$ cat config.mk
export PLATFORM = sky130hd
export DESIGN_NAME = pogb_queue
export DESIGN_NICKNAME = d
export VERILOG_FILES = /design/src/point_occupancy_grid_binning_top_macros.svh /design/src/pogb_pkg.sv /design/src/pogb_queue.sv
export SDC_FILE = /design/constraint.sdc
export NUM_CORES = 1
export LEC_CHECK = 0
export ABC_AREA = 0
export BUFFER_PORTS_ARGS = -buffer_cell sky130_fd_sc_hd__buf_2
export CORE_MARGIN = 2
export CORE_UTILIZATION = 35
export CTS_CLUSTER_DIAMETER = 60
export DETAILED_ROUTE_END_ITERATION = 16
export HOLD_SLACK_MARGIN = 0.03
export PLACE_DENSITY_LB_ADDON = 0.12
export SYNTH_ARGS = -nofsm -noshare
export SYNTH_HDL_FRONTEND = slang
export SYNTH_SLANG_ARGS = --single-unit
export TNS_END_PERCENT = 1
$ cat constraint.sdc
create_clock -name i_clk -period 4.7 [get_ports i_clk]
set_input_delay 0.94 -clock i_clk [delete_from_list [all_inputs] [get_ports i_clk]]
set_output_delay 0.94 -clock i_clk [all_outputs]
set_load 0.03 [all_outputs]
$ cat src/point_occupancy_grid_binning_top_macros.svh
// Assertion macros for the occupancy grid binning block.
// Used by the top level only; no other dependencies.
`ifndef POINT_OCCUPANCY_GRID_BINNING_TOP_MACROS_SVH
`define POINT_OCCUPANCY_GRID_BINNING_TOP_MACROS_SVH

// Same-cycle implication, disabled while reset is asserted.
`define POGB_ASSERT_SAME(label, clk, rst_n, ante, cons, msg) \
    label: assert property (@(posedge clk) disable iff (!rst_n) (ante) |-> (cons)) \
        else $error(msg);

// Next-cycle implication, disabled while reset is asserted.
`define POGB_ASSERT_NEXT(label, clk, rst_n, ante, cons, msg) \
    label: assert property (@(posedge clk) disable iff (!rst_n) (ante) |=> (cons)) \
        else $error(msg);

`endif

$ cat src/pogb_pkg.sv
// Shared types and constants for the occupancy grid binning block.
// No dependencies; imported by every module of the block.
package pogb_pkg;

    localparam int COORD_BITS    = 16;
    localparam int CS_BITS       = 15;
    localparam int DIV_BITS      = 16;
    localparam int CELL_BITS     = 14;
    localparam int OCC_BITS      = 7;
    localparam int COUNT_BITS    = 7;
    // Address field wide enough for the largest supported grid (2^20 cells)
    localparam int CMD_ADDR_BITS = 20;
    localparam int CFG_IDX_BITS  = 4;
    localparam int CFG_DATA_BITS = 16;
    localparam int QUEUE_DEPTH   = 4;
    localparam int QPTR_BITS     = $clog2(QUEUE_DEPTH);

    localparam logic [COUNT_BITS-1:0] COUNT_MAX = 7'd127;
    localparam logic [OCC_BITS-1:0]   OCC_VALUE = 7'd100;

    typedef enum logic [1:0] {
        MODE_ADD   = 2'd0,
        MODE_READ  = 2'd1,
        MODE_CLEAR = 2'd2,
        MODE_NONE  = 2'd3
    } t_mode;

    typedef enum logic [CFG_IDX_BITS-1:0] {
        CFG_MAP_MIN_X      = 4'd0,
        CFG_MAP_MAX_X      = 4'd1,
        CFG_MAP_MIN_Y      = 4'd2,
        CFG_MAP_MAX_Y      = 4'd3,
        CFG_CELL_SIZE      = 4'd4,
        CFG_VEHICLE_WIDTH  = 4'd5,
        CFG_VEHICLE_LENGTH = 4'd6,
        CFG_HIT_THRESHOLD  = 4'd7
    } t_cfg_idx;

    typedef struct packed {
        logic [1:0]            mode;
        logic [COORD_BITS-1:0] point_forward;
        logic [COORD_BITS-1:0] point_left;
        logic [CELL_BITS-1:0]  read_index;
    } t_in_item;

    typedef struct packed {
        logic                 point_taken;
        logic [CELL_BITS-1:0] cell_number;
        logic [OCC_BITS-1:0]  occupancy;
    } t_out_item;

    typedef struct packed {
        logic [COORD_BITS-1:0] map_min_x;
        logic [COORD_BITS-1:0] map_max_x;
        logic [COORD_BITS-1:0] map_min_y;
        logic [COORD_BITS-1:0] map_max_y;
        logic [CS_BITS-1:0]    cell_size;
        logic [CS_BITS-1:0]    vehicle_width;
        logic [CS_BITS-1:0]    vehicle_length;
        logic [COUNT_BITS-1:0] hit_threshold;
    } t_cfg;

    localparam t_cfg CFG_RESET = '{
        map_min_x:      -16'sd2000,
        map_max_x:      16'sd2000,
        map_min_y:      -16'sd2000,
        map_max_y:      16'sd2000,
        cell_size:      15'd40,
        vehicle_width:  15'd200,
        vehicle_length: 15'd450,
        hit_threshold:  7'd2
    };

    // Classified work handed from the front end to the grid back end
    typedef struct packed {
        t_mode                    op;
        logic                     hit;
        logic [CELL_BITS-1:0]     cell_idx;
        logic [CMD_ADDR_BITS-1:0] addr;
    } t_cmd;

endpackage

$ cat src/pogb_queue.sv
// Short command queue between the binning front end and the grid back end.
// Depends on pogb_pkg for the command word and depth.
module pogb_queue import pogb_pkg::*; (
    input  logic i_clk,
    input  logic i_rst_n,
    input  logic i_push,
    input  t_cmd i_cmd,
    input  logic i_pop,
    output logic o_full,
    output logic o_empty,
    output t_cmd o_head
);

    t_cmd                 r_slots [QUEUE_DEPTH];
    logic [QPTR_BITS-1:0] r_wr;
    logic [QPTR_BITS-1:0] r_rd;
    logic [QPTR_BITS:0]   r_count;

    assign o_full  = (r_count == (QPTR_BITS + 1)'(QUEUE_DEPTH));
    assign o_empty = (r_count == '0);
    assign o_head  = r_slots[r_rd];

    always_ff @(posedge i_clk) begin
        if (!i_rst_n) begin
            r_wr    <= '0;
            r_rd    <= '0;
            r_count <= '0;
        end else begin
            if (i_push) begin
                r_wr <= r_wr + QPTR_BITS'(1);
            end
            if (i_pop) begin
                r_rd <= r_rd + QPTR_BITS'(1);
            end
            if (i_push && !i_pop) begin
                r_count <= r_count + (QPTR_BITS + 1)'(1);
            end else if (i_pop && !i_push) begin
                r_count <= r_count - (QPTR_BITS + 1)'(1);
            end
        end
    end

    always_ff @(posedge i_clk) begin
        if (i_push) begin
            r_slots[r_wr] <= i_cmd;
        end
    end

endmodule

==> flow_metrics.py <==
metrics = {
    "power": {
        "powerDensity_mw_per_mm2": 469,
        "finalPower_mw": 3.29,
        "seqPwrFrac": 0.500,
        "internal-power_mw": 2.52,
        "pwr-share-clk": 0.391,
        "peakVddDrop_mv": 0.238,
        "netSwitchingPower_mw": 0.776,
        "total_leakage_power_nw": 2.39,
        "swShare": 0.236,
        "pwr-share-comb": 0.109,
    },
    "timing": {
        "whs_ps": 521,
        "skew_ps": 5.68,
        "maxSlewViolCount": 0,
        "maxSlewHeadroom": 0.260,
        "rsz0062_at_grt": "no",
        "post-route-min-period_ps": 3230,
        "setup-tns-final_ps": 0,
        "tightestPinTransition_ps": 1110,
        "setup_viol": 0,
        "hold_violations": 0,
        "finalCritPeriodShare": 0.686,
        "timing.fmax_mhz": 310,
    },
    "layout": {
        "fin_util": 0.426,
        "multi_input_area_mm2": 0.00111,
        "drive_gt1_frac": 0.423,
        "final_common_cell": "edfxtp_1",
        "syn2layout_area_growth_pct": 20.1,
        "design_area_mm2": 0.00702,
        "seqCellArea_mm2": 0.00463,
        "fillers": 1476,
        "final_cell_mix": "edfxtp_1 (148), buf_2 (79), mux4_2 (30), clkbuf_16 (17)",
        "diodes": 0,
        "nets": 377,
    },
    "clock_network": {
        "cts_root_buffer": "clkbuf_16",
        "cts-resized-gates": 0,
        "cts_buffers": 17,
        "cts_buffer_depth": 2,
        "cts.clk_slew.worst_paths_ps": 60,
        "htreeDepth": 4,
        "postCtsHoldBufs": 0,
        "clk_latency_ps": 410,
        "tritoncts": "yes",
        "postCtsSetupBuffers": 0,
        "clock_sinks": 157,
    },
    "logic_synthesis": {
        "synth_area_per_cell_um2": 24.7,
        "yosysUniqueCellTypes": 22,
        "syn_nets": 283,
        "synth-seq-cells": 157,
        "syn_area_mm2": 0.00584,
        "yosysWarnings": 0,
        "ys_seq_area_frac": 0.792,
        "syn-instance-count": 236,
    },
    "grt": {
        "grt_pass1_vias": 2807,
        "grt_overflow": 0,
        "antenna_found_initial": 1,
        "grt_pass1_wl_mm": 16.4,
        "grtUsageTotal": 0.127,
        "grt_max_degree": 38,
    },
    "route": {
        "drc_errors": 0,
        "drt_iter0_drc": 149,
        "vias_per_cell": 4.66,
        "wl_per_cell_um": 18.7,
        "first_pass_iters": 4,
        "route.antenna.remaining_nets": 0,
        "vias": 2624,
        "postRouteWirelength_mm": 10.5,
    },
    "hold_path": {
        "hold_end": "r_count[2]",
        "hold_start": "r_count[2]",
        "hp-class": "reg -> reg",
        "holdPathStages": 2,
    },
    "run_status": {
        "status": "finished clean",
    },
    "worst_setup_path": {
        "end_kind": "output port",
        "critPathRequiredTime_ps": 3760,
        "rrSetupSlack_ps": 2850,
        "arrival_ps": 2290,
        "path_class": "reg -> out",
        "critPathMaxFanout": 17,
        "r2r_end": "r_slots[1][19]",
        "start_kind": "flop",
        "r2r_cells": 2,
        "r2r-start": "r_wr[0]",
    },
    "floorplan": {
        "core-area_mm2": 0.0165,
        "start_util": 0.355,
        "die-area_mm2": 0.0177,
        "rows": 47,
        "die_h_um": 133,
        "ios": 80,
        "dieWidth_um": 133,
    },
    "placement": {
        "io_buffers": 79,
        "gp_congestion": 0.616,
        "dp_hpwl_mm": 6.07,
        "dpl-instance-area_mm2": 0.00646,
    },
    "run": {
        "drv_cap": 0,
    },
}
## how the worst max path moves through the flow
stage	start	endpoint	slack, ps	depth (start not counted)
2_1_floorplan	i_push	r_slots[0][0]	2460	1
3_3_place_gp	flop	o_head[14]	1840	3
3_5_place_dp	flop	o_head[8]	1830	3
4_1_cts	flop	o_head[9]	1370	3
5_1_grt	flop	o_head[5]	1290	3
6_report	flop	o_head[14]	1470	3
## per-layer routing
| layer | vias up | track usage | share of wire |
|---|---|---|---|
| li1 | 1181 | - | - |
| met1 | 1372 | 0.169 | 0.46 |
| met2 | 63 | 0.193 | 0.48 |
| met3 | 6 | 0.0460 | 0.057 |
| met4 | 2 | 0.0479 | 0.0058 |
| met5 | - | 0 | 0.0012 |
## Yosys cell counts
| cell type | count | area, um2 |
|---|---|---|
| a21boi_0 | 1 | 7.51 |
| and2_1 | 9 | 56.3 |
| buf_12 | 3 | 60.1 |
| buf_2 | 3 | 15.0 |
| buf_6 | 1 | 11.3 |
| clkbuf_2 | 1 | 5.00 |
| dfxtp_1 | 9 | 180 |
| edfxtp_1 | 148 | 4440 |
| fa_1 | 1 | 20.0 |
| ha_1 | 5 | 62.6 |
| inv_1 | 4 | 15.0 |
| mux2i_1 | 2 | 20.0 |
| mux4_1 | 7 | 184 |
| mux4_2 | 30 | 676 |
| nand2_1 | 1 | 3.75 |
| nor2b_1 | 2 | 12.5 |
| nor3_1 | 1 | 5.00 |
| nor3b_1 | 1 | 7.51 |
| o21ai_0 | 1 | 5.00 |
| or3_1 | 1 | 6.26 |
| xnor2_1 | 2 | 17.5 |
| xor2_1 | 3 | 26.3 |
## flip-flops by register name, indices dropped and copies added, names as in the netlist, named ones only
register  count
r_slots     148
r_rd          2
r_wr          2
r_count       3
## kinds of logic (layout without fill, tap and decap cells)
kind of cell               after synthesis  after routing  share of synthesized area
xor gates and xnor gates                 5              5                    0.00750
DFF                                    157            157                      0.792
adders and majority gates                6              6                     0.0141
buffers and inverters                   12            119                     0.0182
muxes                                   39             39                      0.151
and+or+nand+nor                         15             15                     0.0156
AOI/OAI and AO/OA                        2              2                    0.00214
## worst max-delay path: stages, from the launching register on
cell,delay (ps)
dfxtp_2,730
buf_4,400
mux4_2,550
buf_2,190
## power groups by stage
stage	combinational [mW]	clock [mW]	sequential [mW]
floorplan	0.278	0	1.65
global placement	0.364	0	1.68
detailed placement	0.368	0	1.68
CTS	0.369	1.32	1.65
global route	0.388	1.39	1.65
finish	0.360	1.29	1.64
## stage by stage
step / setup WS, ps / cells
after floorplan: 2460 / 236
after global placement: 1840 / 531
after detailed placement: 1830 / 531
after CTS: 1370 / 563
after global routing: 1290 / 563
final: 1470 / 563
## final cells by class
class	count	area share
multi-input cells	67	0.159
inverters	4	0.00214
flip-flops and latches	157	0.660
clock buffers	19	0.0617
repair buffers	83	0.0606
well taps	220	0.0392
clock inverters	13	0.0178
No activity file was read; power rests on OpenSTA's default activity.
