$ cat src/point_occupancy_grid_binning_top_macros.svh
// Assertion macros for the occupancy grid binning block.
// Used by the top level only; no other dependencies.
`ifndef POINT_OCCUPANCY_GRID_BINNING_TOP_MACROS_SVH
`define POINT_OCCUPANCY_GRID_BINNING_TOP_MACROS_SVH

// Same-cycle implication, disabled while reset is asserted.
`define POGB_ASSERT_SAME(label, clk, rst_n, ante, cons, msg) \
    label: assert property (@(posedge clk) disable iff (!rst_n) (ante) |-> (cons)) \
        else $error(msg);

// Next-cycle implication, disabled while reset is asserted.
`define POGB_ASSERT_NEXT(label, clk, rst_n, ante, cons, msg) \
    label: assert property (@(posedge clk) disable iff (!rst_n) (ante) |=> (cons)) \
        else $error(msg);

`endif

$ cat src/pogb_pkg.sv
// Shared types and constants for the occupancy grid binning block.
// No dependencies; imported by every module of the block.
package pogb_pkg;

    localparam int COORD_BITS    = 16;
    localparam int CS_BITS       = 15;
    localparam int DIV_BITS      = 16;
    localparam int CELL_BITS     = 14;
    localparam int OCC_BITS      = 7;
    localparam int COUNT_BITS    = 7;
    // Address field wide enough for the largest supported grid (2^20 cells)
    localparam int CMD_ADDR_BITS = 20;
    localparam int CFG_IDX_BITS  = 4;
    localparam int CFG_DATA_BITS = 16;
    localparam int QUEUE_DEPTH   = 4;
    localparam int QPTR_BITS     = $clog2(QUEUE_DEPTH);

    localparam logic [COUNT_BITS-1:0] COUNT_MAX = 7'd127;
    localparam logic [OCC_BITS-1:0]   OCC_VALUE = 7'd100;

    typedef enum logic [1:0] {
        MODE_ADD   = 2'd0,
        MODE_READ  = 2'd1,
        MODE_CLEAR = 2'd2,
        MODE_NONE  = 2'd3
    } t_mode;

    typedef enum logic [CFG_IDX_BITS-1:0] {
        CFG_MAP_MIN_X      = 4'd0,
        CFG_MAP_MAX_X      = 4'd1,
        CFG_MAP_MIN_Y      = 4'd2,
        CFG_MAP_MAX_Y      = 4'd3,
        CFG_CELL_SIZE      = 4'd4,
        CFG_VEHICLE_WIDTH  = 4'd5,
        CFG_VEHICLE_LENGTH = 4'd6,
        CFG_HIT_THRESHOLD  = 4'd7
    } t_cfg_idx;

    typedef struct packed {
        logic [1:0]            mode;
        logic [COORD_BITS-1:0] point_forward;
        logic [COORD_BITS-1:0] point_left;
        logic [CELL_BITS-1:0]  read_index;
    } t_in_item;

    typedef struct packed {
        logic                 point_taken;
        logic [CELL_BITS-1:0] cell_number;
        logic [OCC_BITS-1:0]  occupancy;
    } t_out_item;

    typedef struct packed {
        logic [COORD_BITS-1:0] map_min_x;
        logic [COORD_BITS-1:0] map_max_x;
        logic [COORD_BITS-1:0] map_min_y;
        logic [COORD_BITS-1:0] map_max_y;
        logic [CS_BITS-1:0]    cell_size;
        logic [CS_BITS-1:0]    vehicle_width;
        logic [CS_BITS-1:0]    vehicle_length;
        logic [COUNT_BITS-1:0] hit_threshold;
    } t_cfg;

    localparam t_cfg CFG_RESET = '{
        map_min_x:      -16'sd2000,
        map_max_x:      16'sd2000,
        map_min_y:      -16'sd2000,
        map_max_y:      16'sd2000,
        cell_size:      15'd40,
        vehicle_width:  15'd200,
        vehicle_length: 15'd450,
        hit_threshold:  7'd2
    };

    // Classified work handed from the front end to the grid back end
    typedef struct packed {
        t_mode                    op;
        logic                     hit;
        logic [CELL_BITS-1:0]     cell_idx;
        logic [CMD_ADDR_BITS-1:0] addr;
    } t_cmd;

endpackage

$ cat src/pogb_div.sv
// Restoring divider, one quotient bit per cycle, for the binning front end.
// Depends on pogb_pkg for operand widths.
module pogb_div import pogb_pkg::*; (
    input  logic                i_clk,
    input  logic                i_rst_n,
    input  logic                i_start,
    input  logic [DIV_BITS-1:0] i_dividend,
    input  logic [CS_BITS-1:0]  i_divisor,
    output logic                o_done,
    output logic [DIV_BITS-1:0] o_quotient
);

    localparam int CNT_BITS = $clog2(DIV_BITS);

    logic                r_busy;
    logic                r_done;
    logic [CNT_BITS-1:0] r_cnt;
    logic [DIV_BITS-1:0] r_rem;
    logic [DIV_BITS-1:0] r_quo;
    logic [CS_BITS-1:0]  r_dvs;

    logic [DIV_BITS-1:0] w_trial;
    logic                w_ge;
    logic [DIV_BITS-1:0] n_rem;

    // Dividend bits shift out of the top of r_quo while quotient bits shift in
    assign w_trial = {r_rem[DIV_BITS-2:0], r_quo[DIV_BITS-1]};
    assign w_ge    = (w_trial >= DIV_BITS'(r_dvs));
    assign n_rem   = w_ge ? (w_trial - DIV_BITS'(r_dvs)) : w_trial;

    always_ff @(posedge i_clk) begin
        if (!i_rst_n) begin
            r_busy <= 1'b0;
            r_done <= 1'b0;
            r_cnt  <= '0;
        end else begin
            r_done <= 1'b0;
            if (i_start) begin
                r_busy <= 1'b1;
                r_cnt  <= '0;
            end else if (r_busy) begin
                r_cnt <= r_cnt + CNT_BITS'(1);
                if (r_cnt == CNT_BITS'(DIV_BITS - 1)) begin
                    r_busy <= 1'b0;
                    r_done <= 1'b1;
                end
            end
        end
    end

    always_ff @(posedge i_clk) begin
        if (i_start) begin
            r_rem <= '0;
            r_quo <= i_dividend;
            r_dvs <= i_divisor;
        end else if (r_busy) begin
            r_rem <= n_rem;
            r_quo <= {r_quo[DIV_BITS-2:0], w_ge};
        end
    end

    assign o_done     = r_done;
    assign o_quotient = r_quo;

endmodule

$ cat src/pogb_front.sv
// Front end: accepts items, transforms and bounds-checks points, finds cell
// indices with one divider per lane. Depends on pogb_pkg and pogb_div.
module pogb_front import pogb_pkg::*; #(
    parameter int GRID_CELLS = 16384
) (
    input  logic     i_clk,
    input  logic     i_rst_n,
    input  logic     i_in_valid,
    output logic     o_in_stall,
    input  t_in_item i_in_data,
    input  t_cfg     i_cfg,
    input  logic     i_hold,
    input  logic     i_full,
    output logic     o_push,
    output t_cmd     o_cmd
);

    localparam int PROD_BITS = 2 * DIV_BITS;
    localparam int SUM_BITS  = PROD_BITS + 1;
    localparam logic [SUM_BITS-1:0] GRID_LIM = SUM_BITS'(GRID_CELLS);

    localparam int LANE_XC = 0;
    localparam int LANE_YC = 1;
    localparam int LANE_XN = 2;
    localparam int LANE_YN = 3;
    localparam int LANES   = 4;

    typedef enum logic [2:0] {
        F_IDLE,
        F_PREP,
        F_DIV,
        F_MUL,
        F_PUSH
    } t_fstate;

    t_fstate r_state;

    logic [1:0]                  r_mode;
    logic signed [COORD_BITS:0]  r_x;
    logic signed [COORD_BITS:0]  r_y;
    logic [CELL_BITS-1:0]        r_ri;
    logic                        r_keep;
    logic                        r_fits;
    logic [PROD_BITS-1:0]        r_prod;

    logic                        w_accept;
    logic signed [COORD_BITS:0]  w_min_x, w_max_x, w_min_y, w_max_y;
    logic signed [COORD_BITS+1:0] w_dx, w_dy;
    logic signed [COORD_BITS:0]  w_span_x, w_span_y;
    logic [COORD_BITS:0]         w_ax, w_ay;
    logic                        w_inb;
    logic                        w_veh;
    logic [CS_BITS-1:0]          w_cs;
    logic [DIV_BITS-1:0]         w_num [LANES];
    logic [DIV_BITS-1:0]         w_quo [LANES];
    logic [LANES-1:0]            w_done;
    logic [DIV_BITS-1:0]         w_mul_a;
    logic [PROD_BITS-1:0]        w_prod;
    logic [SUM_BITS-1:0]         w_sum;
    t_cmd                        w_cmd;

    assign o_in_stall = (r_state != F_IDLE) || i_hold;
    assign w_accept   = i_in_valid && !o_in_stall;

    assign w_min_x = $signed({i_cfg.map_min_x[COORD_BITS-1], i_cfg.map_min_x});
    assign w_max_x = $signed({i_cfg.map_max_x[COORD_BITS-1], i_cfg.map_max_x});
    assign w_min_y = $signed({i_cfg.map_min_y[COORD_BITS-1], i_cfg.map_min_y});
    assign w_max_y = $signed({i_cfg.map_max_y[COORD_BITS-1], i_cfg.map_max_y});

    assign w_dx     = $signed({r_x[COORD_BITS], r_x}) - $signed({w_min_x[COORD_BITS], w_min_x});
    assign w_dy     = $signed({r_y[COORD_BITS], r_y}) - $signed({w_min_y[COORD_BITS], w_min_y});
    assign w_span_x = w_max_x - w_min_x;
    assign w_span_y = w_max_y - w_min_y;

    assign w_ax = r_x[COORD_BITS] ? $unsigned(-r_x) : $unsigned(r_x);
    assign w_ay = r_y[COORD_BITS] ? $unsigned(-r_y) : $unsigned(r_y);

    assign w_inb = (r_x >= w_min_x) && (r_x <= w_max_x)
                && (r_y >= w_min_y) && (r_y <= w_max_y);
    assign w_veh = ({w_ax, 1'b0} <= (COORD_BITS + 2)'(i_cfg.vehicle_width))
                && ({w_ay, 1'b0} <= (COORD_BITS + 2)'(i_cfg.vehicle_length));

    assign w_cs = (i_cfg.cell_size == '0) ? CS_BITS'(1) : i_cfg.cell_size;

    // Offsets only matter when the point is in bounds, where they fit 16 bits
    assign w_num[LANE_XC] = w_dx[DIV_BITS-1:0];
    assign w_num[LANE_YC] = w_dy[DIV_BITS-1:0];
    assign w_num[LANE_XN] = w_span_x[COORD_BITS] ? '0 : w_span_x[DIV_BITS-1:0];
    assign w_num[LANE_YN] = w_span_y[COORD_BITS] ? '0 : w_span_y[DIV_BITS-1:0];

    for (genvar g = 0; g < LANES; g++) begin : g_lane
        pogb_div u_div (
            .i_clk      (i_clk),
            .i_rst_n    (i_rst_n),
            .i_start    (r_state == F_PREP),
            .i_dividend (w_num[g]),
            .i_divisor  (w_cs),
            .o_done     (w_done[g]),
            .o_quotient (w_quo[g])
        );
    end

    assign w_mul_a = (r_mode == MODE_ADD) ? w_quo[LANE_YC] : w_quo[LANE_YN];
    assign w_prod  = PROD_BITS'(w_mul_a) * PROD_BITS'(w_quo[LANE_XN]);
    assign w_sum   = SUM_BITS'(r_prod) + SUM_BITS'(w_quo[LANE_XC]);

    always_comb begin
        w_cmd = '{op: MODE_NONE, hit: 1'b0, cell_idx: '0, addr: '0};
        case (r_mode)
            MODE_ADD: begin
                w_cmd.op       = MODE_ADD;
                w_cmd.hit      = r_keep && r_fits && (w_sum < GRID_LIM);
                w_cmd.cell_idx = w_cmd.hit ? w_sum[CELL_BITS-1:0] : '0;
                w_cmd.addr     = w_sum[CMD_ADDR_BITS-1:0];
            end
            MODE_READ: begin
                w_cmd.op       = MODE_READ;
                w_cmd.hit      = (PROD_BITS'(r_ri) < r_prod) && (SUM_BITS'(r_ri) < GRID_LIM);
                w_cmd.cell_idx = r_ri;
                w_cmd.addr     = CMD_ADDR_BITS'(r_ri);
            end
            MODE_CLEAR: begin
                w_cmd.op = MODE_CLEAR;
            end
            default: begin
                w_cmd.op = MODE_NONE;
            end
        endcase
    end

    assign o_push = (r_state == F_PUSH) && !i_full;
    assign o_cmd  = w_cmd;

    always_ff @(posedge i_clk) begin
        if (!i_rst_n) begin
            r_state <= F_IDLE;
        end else begin
            case (r_state)
                F_IDLE: begin
                    if (w_accept) begin
                        if ((i_in_data.mode == MODE_ADD) || (i_in_data.mode == MODE_READ)) begin
                            r_state <= F_PREP;
                        end else begin
                            r_state <= F_PUSH;
                        end
                    end
                end
                F_PREP: begin
                    r_state <= F_DIV;
                end
                F_DIV: begin
                    if (&w_done) begin
                        r_state <= F_MUL;
                    end
                end
                F_MUL: begin
                    r_state <= F_PUSH;
                end
                F_PUSH: begin
                    if (!i_full) begin
                        r_state <= F_IDLE;
                    end
                end
                default: begin
                    r_state <= F_IDLE;
                end
            endcase
        end
    end

    always_ff @(posedge i_clk) begin
        if (w_accept) begin
            r_mode <= i_in_data.mode;
            // local x is minus sensor left, local y is sensor forward
            r_x    <= -$signed({i_in_data.point_left[COORD_BITS-1], i_in_data.point_left});
            r_y    <= $signed({i_in_data.point_forward[COORD_BITS-1], i_in_data.point_forward});
            r_ri   <= i_in_data.read_index;
        end
        if (r_state == F_PREP) begin
            r_keep <= w_inb && !w_veh;
        end
        if (r_state == F_MUL) begin
            r_prod <= w_prod;
            r_fits <= (w_quo[LANE_XC] < w_quo[LANE_XN]) && (w_quo[LANE_YC] < w_quo[LANE_YN]);
        end
    end

endmodule

$ cat config.mk
export PLATFORM = sky130hd
export DESIGN_NAME = pogb_front
export DESIGN_NICKNAME = d
export VERILOG_FILES = /design/src/point_occupancy_grid_binning_top_macros.svh /design/src/pogb_pkg.sv /design/src/pogb_div.sv /design/src/pogb_front.sv
export SDC_FILE = /design/constraint.sdc
export NUM_CORES = 2
export LEC_CHECK = 0
export BUFFER_PORTS_ARGS = -buffer_cell sky130_fd_sc_hd__buf_2
export CAP_MARGIN = 10
export CORE_MARGIN = 10
export CORE_UTILIZATION = 63
export DETAILED_ROUTE_END_ITERATION = 10
export PLACE_DENSITY = 0.86
export SLEW_MARGIN = 20
export SYNTH_ARGS = -nofsm -noshare
export SYNTH_HDL_FRONTEND = slang
export SYNTH_SLANG_ARGS = --single-unit
$ cat constraint.sdc
create_clock -name i_clk -period 9.3 [get_ports i_clk]
set_input_delay 0 -clock i_clk [delete_from_list [all_inputs] [get_ports i_clk]]
set_output_delay 0 -clock i_clk [all_outputs]
set_load 0.02 [all_outputs]
==> results.toml <==
[run_status]
outcome = "finished, final reports clean"

[synthesis]
yosys_warnings = 0
netlist_instances = 3200
synth-edff-count = 162
synth_top_area_share_pct = 17.3
synth_nets = 3928
synth_seq_area_share_pct = 23.5
yosys_most_used_dff = "edfxtp_1"
async_flop_share_pct = 0
synth_area_leaders = "edfxtp_1 17%, ha_1 16%, fa_1 14%, dfxtp_1 6.2%, inv_1 5.8%"
yosysUniqueCellTypes = 81
netlist_area_um2 = 28100
avgSynthCellArea_um2 = 8.79
ys_ff_latch = 249
yosysTopAreaCell = "edfxtp_1"

[routing]
dr.max_layer_used = "met4"
drt-initial-drc-count = 2326
ant_nets = 0
wl_mm = 79.4
dr.pass1.iters = 8
dr_wl_met3_mm = 6.18
wirelength_met1_mm = 31.0
viasPerCell = 6.03
drc = 0
wl_per_cell_um = 19.6
wl_met2_mm = 37.4
vias = 24400

[clock_network]
cts_buffer_depth = 3
cts_max_level = 1
cts_resized = 0
cts_setup_buffers = 0
root_buffer = "clkbuf_16"
cts.sinks = 249
cts_tree = "built"
insertion_delay_ns = 0.59
clk_pin_slew_worst_paths_ns = 0.06
holdBufCountCts = 79
cts_buffers = 29

[placed_design]
gp_congestion = 1.01
place_area_um2 = 29700
port_buffers = 200
place_hpwl_mm = 60.4

[final_layout]
final_cell_mix = "436 x inv_1, 356 x ha_1, 351 x nand2_1"
nNetsFinal = 4161
drive_gt1_share_pct = 9.44
postLayoutCoreUtil_pct = 71.0
final_common_cell = "inv_1"
fin_area_um2 = 31400
synthToLayoutAreaGrowth_pct = 11.7

[sta]
layout_worst_path_cycle_share_pct = 87.1
final-setup-viol-count = 0
fin_crit_ns = 8.10
rsz0062_at_grt = "false"
hold-worst-slack_ns = 0.0419
slew_headroom_pct = 24.2
report.final.slew_viol_count = 0
finClkSkew_ns = 0.0383
max_clock_freq_mhz = 123
tightestPinTransition_ns = 1.14
fin_setup_tns_ns = 0
final_hold_viol_count = 0

[flow_run]
cap_violations = 0

[worst_setup_path]
arrival_ns = 8.41
slowest_stage = "nor2_2"
reg2reg_to = "r_prod[31]$_DFFE_PP_"
endpoint_kind = "flop"
r2r_start = "r_mode[1]$_DFFE_PP_"
criticalPathCategory = "flop to flop"
critPathMostFrequentCell = "fa_1"
cpLargestDelayFamily = "adder cells"
worstPathMaxFanout = 25
cp.buffers_inverters = 5
reg2regPathDepth = 25
critPathLaunchType = "flop"
cp_data_required_time_ns = 9.61
r2r_setup_slack_ns = 1.20
cp_slowest_stage_delay_ns = 0.80

[global_routing]
overflow = 0
grt_usage_pct = 29.0
grt_pass1_wl_mm = 127
grt_pass1_vias = 24400
grt_max_degree = 91
grt_antenna_before_repair = 1

[floorplanning]
dieWidth_um = 231
core_region_area_um2 = 44200
rows = 77
start_util_pct = 63.6
fp.dieArea_um2 = 53500
pin_count = 208
die_height_um = 231

[power_and_ir_drop]
switchingPower_uw = 5530
p_int_uw = 5940
p_seq_share_pct = 16.8
p_per_area_nw_per_um2 = 365
sw_frac_of_total_pct = 48.2
power_frac_comb_pct = 73.4
leakage_uw = 0.0148
vdd_drop_max_mv = 0.983
p_clk_share_pct = 9.9

[hold_path]
hp-start = "i_cfg[101]"
min_path_type = "input port to flop"
holdPathEnd = "g_lane[0].u_div.o_quotient[1]$_DFFE_PP_"
worstHoldPathCells = 3
[worst max-delay path by stage]
stage                              from              endpoint  slack [ns]  depth (start not counted)
floorplan           r_mode[1]$_DFFE_PP_  r_prod[31]$_DFFE_PP_        2.44                         26
global placement    r_mode[1]$_DFFE_PP_  r_prod[31]$_DFFE_PP_        1.36                         25
detailed placement  r_mode[1]$_DFFE_PP_  r_prod[31]$_DFFE_PP_        1.29                         25
CTS                 r_mode[1]$_DFFE_PP_  r_prod[31]$_DFFE_PP_        1.21                         25
global route        r_mode[1]$_DFFE_PP_  r_prod[31]$_DFFE_PP_        0.69                         25
finish              r_mode[1]$_DFFE_PP_  r_prod[31]$_DFFE_PP_        1.20                         25
[registers in the layout (all words and copies together), names as in the netlist]
name and flops:
r_keep 1, g_lane.u_div.r_busy 4, r_prod 32, g_lane.u_div.r_rem 60
r_fits 1, r_x 17, r_mode 2, g_lane.u_div.o_done 4
r_ri 14, r_state 3, g_lane.u_div.r_dvs 15, g_lane.u_div.o_quotient 64
g_lane.u_div.r_cnt 16, r_y 16
[layer usage]
metal / vias to the layer above / track usage [%]
li1: 11500 / -
met3: 241 / 4.51
met2: 1116 / 48.2
met1: 11600 / 35.6
met5: - / 0
met4: 0 / 16.4
[power groups by stage]
stage | Clock, uW | Sequential [uW] | Combinational, uW
after global placement | 0 | 1920 | 8020
after global routing | 1190 | 1940 | 9420
after detailed placement | 0 | 1930 | 8240
after floorplan | 0 | 1840 | 6370
final | 1130 | 1920 | 8420
after CTS | 1140 | 1910 | 8390
[cells in the mapped netlist (all sizes together) (73+ instances only)]
cell    instances
xnor2         120
a21o           73
nand2         352
clkbuf         94
a21oi         184
fa            203
dfxtp          87
o21ai         196
ha            356
edfxtp        162
nor2          196
inv           437
[per-stage QoR]
stage               total power [uW]  cells  worst slack (ns)
CTS                            11400   4047              1.21
global route                   12600   4048             0.686
global placement                9940   3915              1.36
floorplan                       8210   3200              2.44
finish                         11500   4049              1.20
detailed placement             10200   3915              1.29
[worst reg2reg max path: cells and delay by family (launching register included)]
family          cells  cell delay [ns]
buf+inv             5             0.53
fa+ha+maj           7             3.49
compound gates     10             2.32
xor+xnor            1             0.12
simple gates        2             1.00
flops               1             0.41
[cell families after synthesis]
kind of cell	after synthesis	share of synthesized area [%]
flip-flops	249	23.5
AND/OR/NAND/NOR	903	15.1
XOR/XNOR	181	5.64
adder cells (fa/ha/maj)	559	30.3
AO/OA/AOI/OAI	698	15.8
multiplexers	67	2.43
buffers and inverters	543	7.29
[cell type report]
class                   instances  area [um^2]
diodes                          2         5.00
clock buffers                  42          836
clock inverters                11         97.6
fillers                      3239        12800
inverters                     439         1650
multi-input cells            2408        19500
flip-flops and latches        249         6610
well taps                     592          741
repair buffers                306         1990
(Power assumes the default switching activity.)
